<file path="src/hw/rtl/sprite_column_occlusion_clipper_assert.svh">
// Assertion macros used by the sprite column occlusion clipper RTL.
// Included by modules that carry concurrent checks; no other dependencies.
`ifndef SPRITE_COLUMN_OCCLUSION_CLIPPER_ASSERT_SVH
`define SPRITE_COLUMN_OCCLUSION_CLIPPER_ASSERT_SVH
`ifndef SYNTHESIS
`define SCOC_ASSERT(label, clk, rst, prop) \
   label: assert property (@(posedge clk) disable iff (rst) (prop)) \
      else $error("scoc assertion failed");
`define SCOC_ASSERT_NEXT(label, clk, rst, pre, post) \
   label: assert property (@(posedge clk) disable iff (rst) (pre) |=> (post)) \
      else $error("scoc assertion failed");
`else
`define SCOC_ASSERT(label, clk, rst, prop)
`define SCOC_ASSERT_NEXT(label, clk, rst, pre, post)
`endif
`endif

</file>
<file path="src/hw/rtl/scoc_pkg.sv">
// Shared constants, state and command types of the sprite column occlusion clipper.
// No dependencies; imported by every module of the block but scoc_ram.
`default_nettype none
package scoc_pkg;

   localparam int SCREEN_COLUMNS = 320;
   localparam int COL_W          = $clog2(SCREEN_COLUMNS);

   localparam int IDX_W   = 9;
   localparam int DEPTH_W = 20;
   localparam int POS_W   = 12;
   localparam int SIZE_W  = 11;
   localparam int TEX_W   = 8;
   localparam int PROD_W  = COL_W + TEX_W;
   // Signed width that holds left + width and the last column index.
   localparam int EXT_W   = 14;

   localparam int REQ_DATA_W = 104;
   localparam int RSP_DATA_W = 72;

   localparam logic FUNC_WRITE = 1'b0;
   localparam logic FUNC_CLIP  = 1'b1;

   typedef enum logic [3:0] {
      ST_IDLE,
      ST_CHECK,
      ST_RD_R,
      ST_EDGE,
      ST_SCAN,
      ST_MUL,
      ST_DIV_START,
      ST_DIV_WAIT,
      ST_FINISH
   } state_type;

   typedef enum logic [1:0] {
      ADDR_LB,
      ADDR_RB,
      ADDR_SCAN
   } addr_sel_type;

   typedef enum logic [1:0] {
      OUT_HIDE,
      OUT_WHOLE,
      OUT_CLIP_LEFT,
      OUT_CLIP_RIGHT
   } out_kind_type;

   typedef struct packed {
      logic         wr_col;
      logic         load;
      addr_sel_type addr_sel;
      logic         cap_lnear;
      logic         scan_init;
      logic         scan_back;
      logic         scan_step;
      logic         cap_hit;
      logic         mul;
      logic         div_start;
      logic         out_load;
      out_kind_type out_kind;
   } cmd_type;

   typedef struct packed {
      logic empty;
      logic lnear;
      logic rnear;
      logic hit;
      logic exhausted;
      logic div_done;
   } status_type;

endpackage
`default_nettype wire

</file>
<file path="src/hw/rtl/scoc_ctrl.sv">
// Controller state machine: sequences edge reads, the column march, the multiply and divide, and the result.
// Depends on scoc_pkg and the assertion macro header.
`default_nettype none
`include "sprite_column_occlusion_clipper_assert.svh"
module scoc_ctrl (
   input  wire logic                 clock,
   input  wire logic                 reset,
   input  wire logic                 req_tvalid,
   input  wire logic                 req_tuser,
   output logic                      req_tready,
   input  wire logic                 rsp_tready,
   output logic                      rsp_tvalid,
   output scoc_pkg::cmd_type         cmd,
   input  wire scoc_pkg::status_type status
);
   import scoc_pkg::*;

   state_type    state_ff, state_in;
   out_kind_type kind_ff, kind_in;
   logic         rsp_valid_ff, rsp_valid_in;

   always_ff @(posedge clock) begin
      if (reset) begin
         state_ff     <= ST_IDLE;
         kind_ff      <= OUT_HIDE;
         rsp_valid_ff <= 1'b0;
      end else begin
         state_ff     <= state_in;
         kind_ff      <= kind_in;
         rsp_valid_ff <= rsp_valid_in;
      end
   end

   always_comb begin
      cmd          = '0;
      state_in     = state_ff;
      kind_in      = kind_ff;
      rsp_valid_in = rsp_valid_ff && !rsp_tready;
      req_tready   = 1'b0;
      case (state_ff)
         ST_IDLE: begin
            req_tready = 1'b1;
            if (req_tvalid) begin
               if (req_tuser == FUNC_CLIP) begin
                  cmd.load = 1'b1;
                  state_in = ST_CHECK;
               end else begin
                  cmd.wr_col = 1'b1;
               end
            end
         end
         ST_CHECK: begin
            if (status.empty) begin
               kind_in  = OUT_HIDE;
               state_in = ST_FINISH;
            end else begin
               cmd.addr_sel = ADDR_LB;
               state_in     = ST_RD_R;
            end
         end
         ST_RD_R: begin
            cmd.addr_sel  = ADDR_RB;
            cmd.cap_lnear = 1'b1;
            state_in      = ST_EDGE;
         end
         ST_EDGE: begin
            if (status.lnear && status.rnear) begin
               kind_in  = OUT_HIDE;
               state_in = ST_FINISH;
            end else if (!status.lnear && !status.rnear) begin
               kind_in  = OUT_WHOLE;
               state_in = ST_FINISH;
            end else begin
               cmd.scan_init = 1'b1;
               cmd.scan_back = status.rnear;
               kind_in       = status.lnear ? OUT_CLIP_LEFT : OUT_CLIP_RIGHT;
               state_in      = ST_SCAN;
            end
         end
         ST_SCAN: begin
            cmd.addr_sel  = ADDR_SCAN;
            cmd.scan_step = 1'b1;
            if (status.hit) begin
               cmd.cap_hit = 1'b1;
               state_in    = ST_MUL;
            end else if (status.exhausted) begin
               // No farther column on the whole span: the sprite stays whole.
               kind_in  = OUT_WHOLE;
               state_in = ST_FINISH;
            end
         end
         ST_MUL: begin
            cmd.mul  = 1'b1;
            state_in = ST_DIV_START;
         end
         ST_DIV_START: begin
            cmd.div_start = 1'b1;
            state_in      = ST_DIV_WAIT;
         end
         ST_DIV_WAIT: begin
            if (status.div_done) begin
               state_in = ST_FINISH;
            end
         end
         ST_FINISH: begin
            if (!rsp_valid_ff || rsp_tready) begin
               cmd.out_load  = 1'b1;
               cmd.out_kind  = kind_ff;
               rsp_valid_in  = 1'b1;
               state_in      = ST_IDLE;
            end
         end
         default: begin
            state_in = ST_IDLE;
         end
      endcase
   end

   assign rsp_tvalid = rsp_valid_ff;

   `SCOC_ASSERT(a_out_slot_free, clock, reset, cmd.out_load |-> (!rsp_valid_ff || rsp_tready))
   `SCOC_ASSERT(a_div_done_in_wait, clock, reset, status.div_done |-> (state_ff == ST_DIV_WAIT))
   `SCOC_ASSERT(a_hit_not_exhausted, clock, reset, !(status.hit && status.exhausted))
   `SCOC_ASSERT_NEXT(a_hit_to_mul, clock, reset, (state_ff == ST_SCAN) && status.hit, state_ff == ST_MUL)

endmodule
`default_nettype wire

</file>
<file path="config.mk">
export PLATFORM = sky130hd
export DESIGN_NAME = scoc_ctrl
export DESIGN_NICKNAME = d
export VERILOG_FILES = /design/src/hw/rtl/scoc_pkg.sv /design/src/hw/rtl/scoc_ctrl.sv
export VERILOG_INCLUDE_DIRS = /design/src /design/src/hw/rtl
export SDC_FILE = /design/constraint.sdc
export NUM_CORES = 1
export LEC_CHECK = 0
export BUFFER_PORTS_ARGS = -buffer_cell sky130_fd_sc_hd__buf_2
export CAP_MARGIN = 15
export CORE_MARGIN = 1
export CORE_UTILIZATION = 43
export CTS_CLUSTER_DIAMETER = 150
export DETAILED_ROUTE_END_ITERATION = 12
export PLACE_DENSITY = 0.83
export SLEW_MARGIN = 30
export SYNTH_ARGS = -nofsm -noshare
export SYNTH_HDL_FRONTEND = slang
export SYNTH_SLANG_ARGS = --single-unit
export TNS_END_PERCENT = 100
</file>
<file path="constraint.sdc">
create_clock -name clock -period 2.4 [get_ports clock]
set_input_delay 0.12 -clock clock [delete_from_list [all_inputs] [get_ports clock]]
set_output_delay 0.12 -clock clock [all_outputs]
set_load 0.02 [all_outputs]
</file>
==> flow_summary.ini, run 1 <==
[outcome]
status = finished, final reports clean

[synthesis]
yosys.area.top_type = dfxtp_1
synth.avg_cell_area_um2 = 7.41
synth_compound_area_share_pct = 25.4
ys_types = 39
ys_seq_area_share_pct = 21.7
syn_nets = 101
syn_area_um2 = 644
yosysWarnings = 0
synth_ff_type = dfxtp_1
netlist_top_cells_area = dfxtp_1 (22%), ha_1 (5.8%), nor2_1 (5.2%)
synth_xor_area_share_pct = 0
synth_top_family_by_area = simple AND/OR/NAND/NOR gates
synth.area.mux_share_pct = 1.75
synthAdderAreaFrac_pct = 5.83
synth_seq_cells = 7
async_flop_share_pct = 0
yosys.area_share.simple_pct = 34.4
synth_edf_count = 0
yosysMostFrequentCell = nor2_1
ys_top_cells_by_count = nor2_1 (9), dfxtp_1 (7), inv_1 (6)
syn_inst = 87
yosysTopAreaCellShare_pct = 21.7

[route]
routed_wl_mm = 1.52
num_vias = 695
drt_iter0_drc = 10
ant_nets = 0
wl_per_cell_um = 12.4
viasPerCell = 5.65
first_pass_iters = 4
drc = 0

[timing]
finalMaxSlewViolations = 0
skew_ns = 0.00540
max_freq_ghz = 0.566
finalHoldViolations = 0
fin_crit_sh_pct = 73.7
setup_viol = 0
rsz0062_at_grt = false
relSlewSlack_pct = 60.8
worst_slew_pin_slew_ns = 0.587
setup_slack_ns = 0.632
min_period_ns = 1.77
tns_ns = 0

[critical_path]
start_kind = flop
cp.required_ns = 2.28
ff2ff_setup_slack_ns = 0.68
critPathLaunch = state_ff[2]
r2r-end = state_ff[3]
cp.arrival_ns = 1.65
cp_max_fo = 19
critical_path_class = flop to primary output
endpoint = cmd[5]
r2r_cells = 4
r2r-start = state_ff[0]
crit_path_end_kind = primary output

[clock_tree]
htreeDepth = 1
insertion_delay_ns = 0.25
cts_buffers = 3
cts.repair.resized = 0
clk_pin_slew_ns = 0.05
cts_hold_buf = 0
clk_path_buf_depth = 2
cts-root-buf = clkbuf_4
cts_tree = done
post_cts_buffers = 0
clkSinkCount = 7

[floorplan]
start_util_pct = 47.7
ioPinCount = 27
core_um2 = 1350
die_width_um = 40.7
die_h_um = 40.7
rows = 13
dieArea_um2 = 1660

[power]
powerDensity_nw_per_um2 = 881
peakVddDrop_mv = 0.544
total_power_mw = 0.680
power_leakage_nw = 0.366

[final_layout]
layout.nets = 123
multi_input_comb_area_um2 = 434
regArea_um2 = 140
drive_gt1_share_pct = 32.4
fin_util_pct = 57.2
fill_cells = 140
areaGrowthSynthToFinish_pct = 19.8
antennaDiodeCount = 0

[global_routing]
grt_pass1_vias = 598
grt.total_usage_pct = 23.3
grt_antenna_before_repair = 0
grt.overflow.total = 0
grt_pass1_wl_mm = 2.49
grt_max_degree = 20

[placement]
pre_cts_slack_ns = 0.715
dpl.hpwl_mm = 1.13
port-buffer-count = 26
place.gp.congestion = 0.844

[min_path]
min_path_type = input port to flop

[run]
maxCapViolCount = 0
cell families (layout without fill, tap and decap cells):
| group | Yosys count | after routing |
|---|---|---|
| AO/OA/AOI/OAI | 21 | 21 |
| adder cells (fa/ha/maj) | 3 | 3 |
| buffers and inverters | 15 | 36 |
| flip-flops | 7 | 7 |
| multiplexers | 1 | 1 |
| AND/OR/NAND/NOR | 40 | 40 |
sequential cells by signal, summed over array words and instances (netlist names):
register    cells
state_ff        4
rsp_tvalid      1
kind_ff         2
area by class of cell:
class	instances	area share [%]
multi-input combinational	65	56.2
sequential	7	18.2
tap	15	2.43
timing repair buffer	26	16.9
inverter	6	2.92
clock buffer	4	3.40
worst max-delay path, stage by stage (launching register included):
cell and delay, ns:
dfxtp_1 0.69, nand2b_1 0.19, nor2_1 0.22, and2_1 0.14, buf_2 0.15
cells in the final DEF (no fill, tap or decap), types with 2 or more instances in the layout:
cell type	n
buf_2	26
nor2_1	9
dfxtp_1	7
inv_1	6
nand2b_1	5
nand2_1	5
nor3_1	4
a21oi_1	4
and2_1	3
nand3b_1	3
o21ai_0	3
ha_1	3
clkbuf_4	3
nor2b_1	2
nor4_1	2
a31o_2	2
worst min path at each step:
stage | cells after the start | start | endpoint
after detailed placement | 2 | reset | kind_ff[0]
after floorplan | 1 | req_tuser | cmd[13]
after global placement | 2 | reset | kind_ff[0]
after CTS | 2 | reset | kind_ff[0]
final | 2 | reset | kind_ff[0]
after global routing | 2 | reset | kind_ff[0]
layer usage:
| layer | wire, um | track usage, % |
|---|---|---|
| met5 | 0 | 0 |
| met4 | 10 | 6.67 |
| met3 | 105 | 9.78 |
| met2 | 722 | 38.5 |
| met1 | 682 | 27.4 |
stage by stage:
stage	area (um2)	hold slack, ns	instances
final	772	0.146	123
after CTS	772	0.143	123
after floorplan	644	0.320	87
after detailed placement	746	0.412	119
after global placement	746	0.408	119
after global routing	772	0.150	123
where the power goes:
part / switching (mW) / internal [mW] / leakage (nW)
logic: 0.192 / 0.154 / 0.294
clock network: 0.0432 / 0.0634 / 0.0150
registers: 0.0822 / 0.144 / 0.0570
Power figures use the tool's default switching activity.
==> run 2: changes to the inputs <==
Settings changed: CORE_UTILIZATION 43 to 41.
Clock period 2.4 ns to 1.6 ns, I/O delays scaled along.
==> run 2 against run 1 <==
Die area grew 4.6%; critical path depth grew 1; worst setup slack lost 0.59 ns; cell area grew 10%; clock skew shrank 0.0037 ns; flip-flop and latch count is the same; clock power grew 63%; critical endpoint unchanged.
==> flow_summary.ini, run 2 (synthesis gave the netlist of run 1 again) <==
[final_layout]
fill_cells = 139
areaGrowthSynthToFinish_pct = 32.2
antennaDiodeCount = 0
largest_reg_flops = 4
final_common_cell = buf_2
layout.nets = 130
layout_common_cells = buf_2 (26), nor2_1 (7), buf_4 (7), inv_1 (6)
drive_gt1_share_pct = 43.5
regMostFlops = state_ff
final_cells = 130

[route]
first_pass_iters = 4
drc = 0
num_vias = 691
routed_wl_mm = 1.66
ant_nets = 0
wl_per_cell_um = 12.7
drt_iter0_drc = 14
viasPerCell = 5.32

[global_routing]
grt_pass1_wl_mm = 2.82
grt_max_degree = 15
grt.total_usage_pct = 21.5
grt_antenna_before_repair = 0
grt_pass1_vias = 639
grt.overflow.total = 0

[power]
peakVddDrop_mv = 0.562
power_leakage_nw = 0.412
powerDensity_nw_per_um2 = 1370

[timing]
finalHoldViolations = 0
max_freq_ghz = 0.641
tns_ns = 0
skew_ns = 0.00173
setup_viol = 0
relSlewSlack_pct = 77.4
fin_crit_sh_pct = 97.5
worst_slew_pin_slew_ns = 0.331
rsz0062_at_grt = true
min_period_ns = 1.56
finalMaxSlewViolations = 0

[clock_tree]
clk_path_buf_depth = 2
clkSinkCount = 7
htreeDepth = 1
clk_pin_slew_ns = 0.06
cts-root-buf = clkbuf_4
insertion_delay_ns = 0.27
cts_buffers = 3
cts_tree = done

[critical_path]
cp_max_fo = 7
crit_path_end_kind = primary output
critical_path_class = flop to primary output
cpLargestDelayFamily = simple AND/OR/NAND/NOR gates
crit_buf_inv = 2
start_kind = flop
cp_cell_sequence = or2_4 > buf_4 > nor2_2 > and2_1 > buf_2
cp.required_ns = 1.52
cpMaxStageDelayCell = dfxtp_2
cp.arrival_ns = 1.48
timing.critical_path.slowest_cell_delay_ns = 0.35

[floorplan]
die_width_um = 41.6
die_h_um = 41.6
dieArea_um2 = 1730
core_um2 = 1380
rows = 13
ioPinCount = 27
start_util_pct = 46.6

[min_path]
min_path_type = input port to flop

[placement]
port-buffer-count = 26
dpl.hpwl_mm = 1.30
dp.cells = 126
place.gp.congestion = 0.801

[outcome]
status = finished, final reports clean

[run]
maxCapViolCount = 0
## run 2: cell types whose count changed in the layout (fill, tap and decap cells not counted), sizes merged
cell	delta
buf	+7
clkinv	+1
clkbuf	-1
## run 2: area by class of cell
class	instances	area (um2)	area share, %
clock buffers	3	22.5	2.64
clock inverters	1	5.00	0.587
inverters	6	22.5	2.64
multi-input cells	65	457	53.6
flip-flops and latches	7	144	16.9
well taps	15	18.8	2.20
repair buffers	33	183	21.4
## run 2: worst paths after layout
kind / end / start / slack [ns] / cells past startpoint
setup reg to reg: state_ff[3] / state_ff[0] / 0.09 / 4
setup / recovery: cmd[5] / state_ff[0] / 0.04 / 5
hold reg to reg: kind_ff[0] / kind_ff[0] / 0.45 / 2
hold / removal: kind_ff[0] / reset / 0.09 / 2
## run 2: per-stage QoR
stage               utilization [%]  hold WS, ns  power [mW]  cell area, um2  setup WS [ns]
global placement               58.1        0.369       0.931             803          0.114
finish                         61.6       0.0891        1.16             852         0.0407
global route                   61.6        0.101        1.26             852       -0.00619
detailed placement             58.1        0.374       0.955             803         0.0674
floorplan                         -        0.240       0.756             649         0.0392
CTS                            60.4       0.0882        1.13             835         0.0432
## run 2: what timing repair did
item                                    4_1_cts  5_1_grt
gates resized for setup                       2        5
hold buffers                                  0        0
endpoints found under the setup margin        3        8
setup buffers                                 0        0
pin swaps                                     0        0
## run 2: layer usage
metal  vias up  global-route usage (%)  share of wire (%)
met2        23                    35.6                 51
met3         4                    7.83                5.4
li1        366                       -                  -
met4         0                    7.74                2.0
met5         -                       0                  0
met1       298                    25.2                 41
## run 2: power by group
group	total (mW)	internal, mW	switching (mW)
logic	0.718	0.320	0.398
registers	0.271	0.222	0.0498
clock network	0.174	0.0922	0.0817
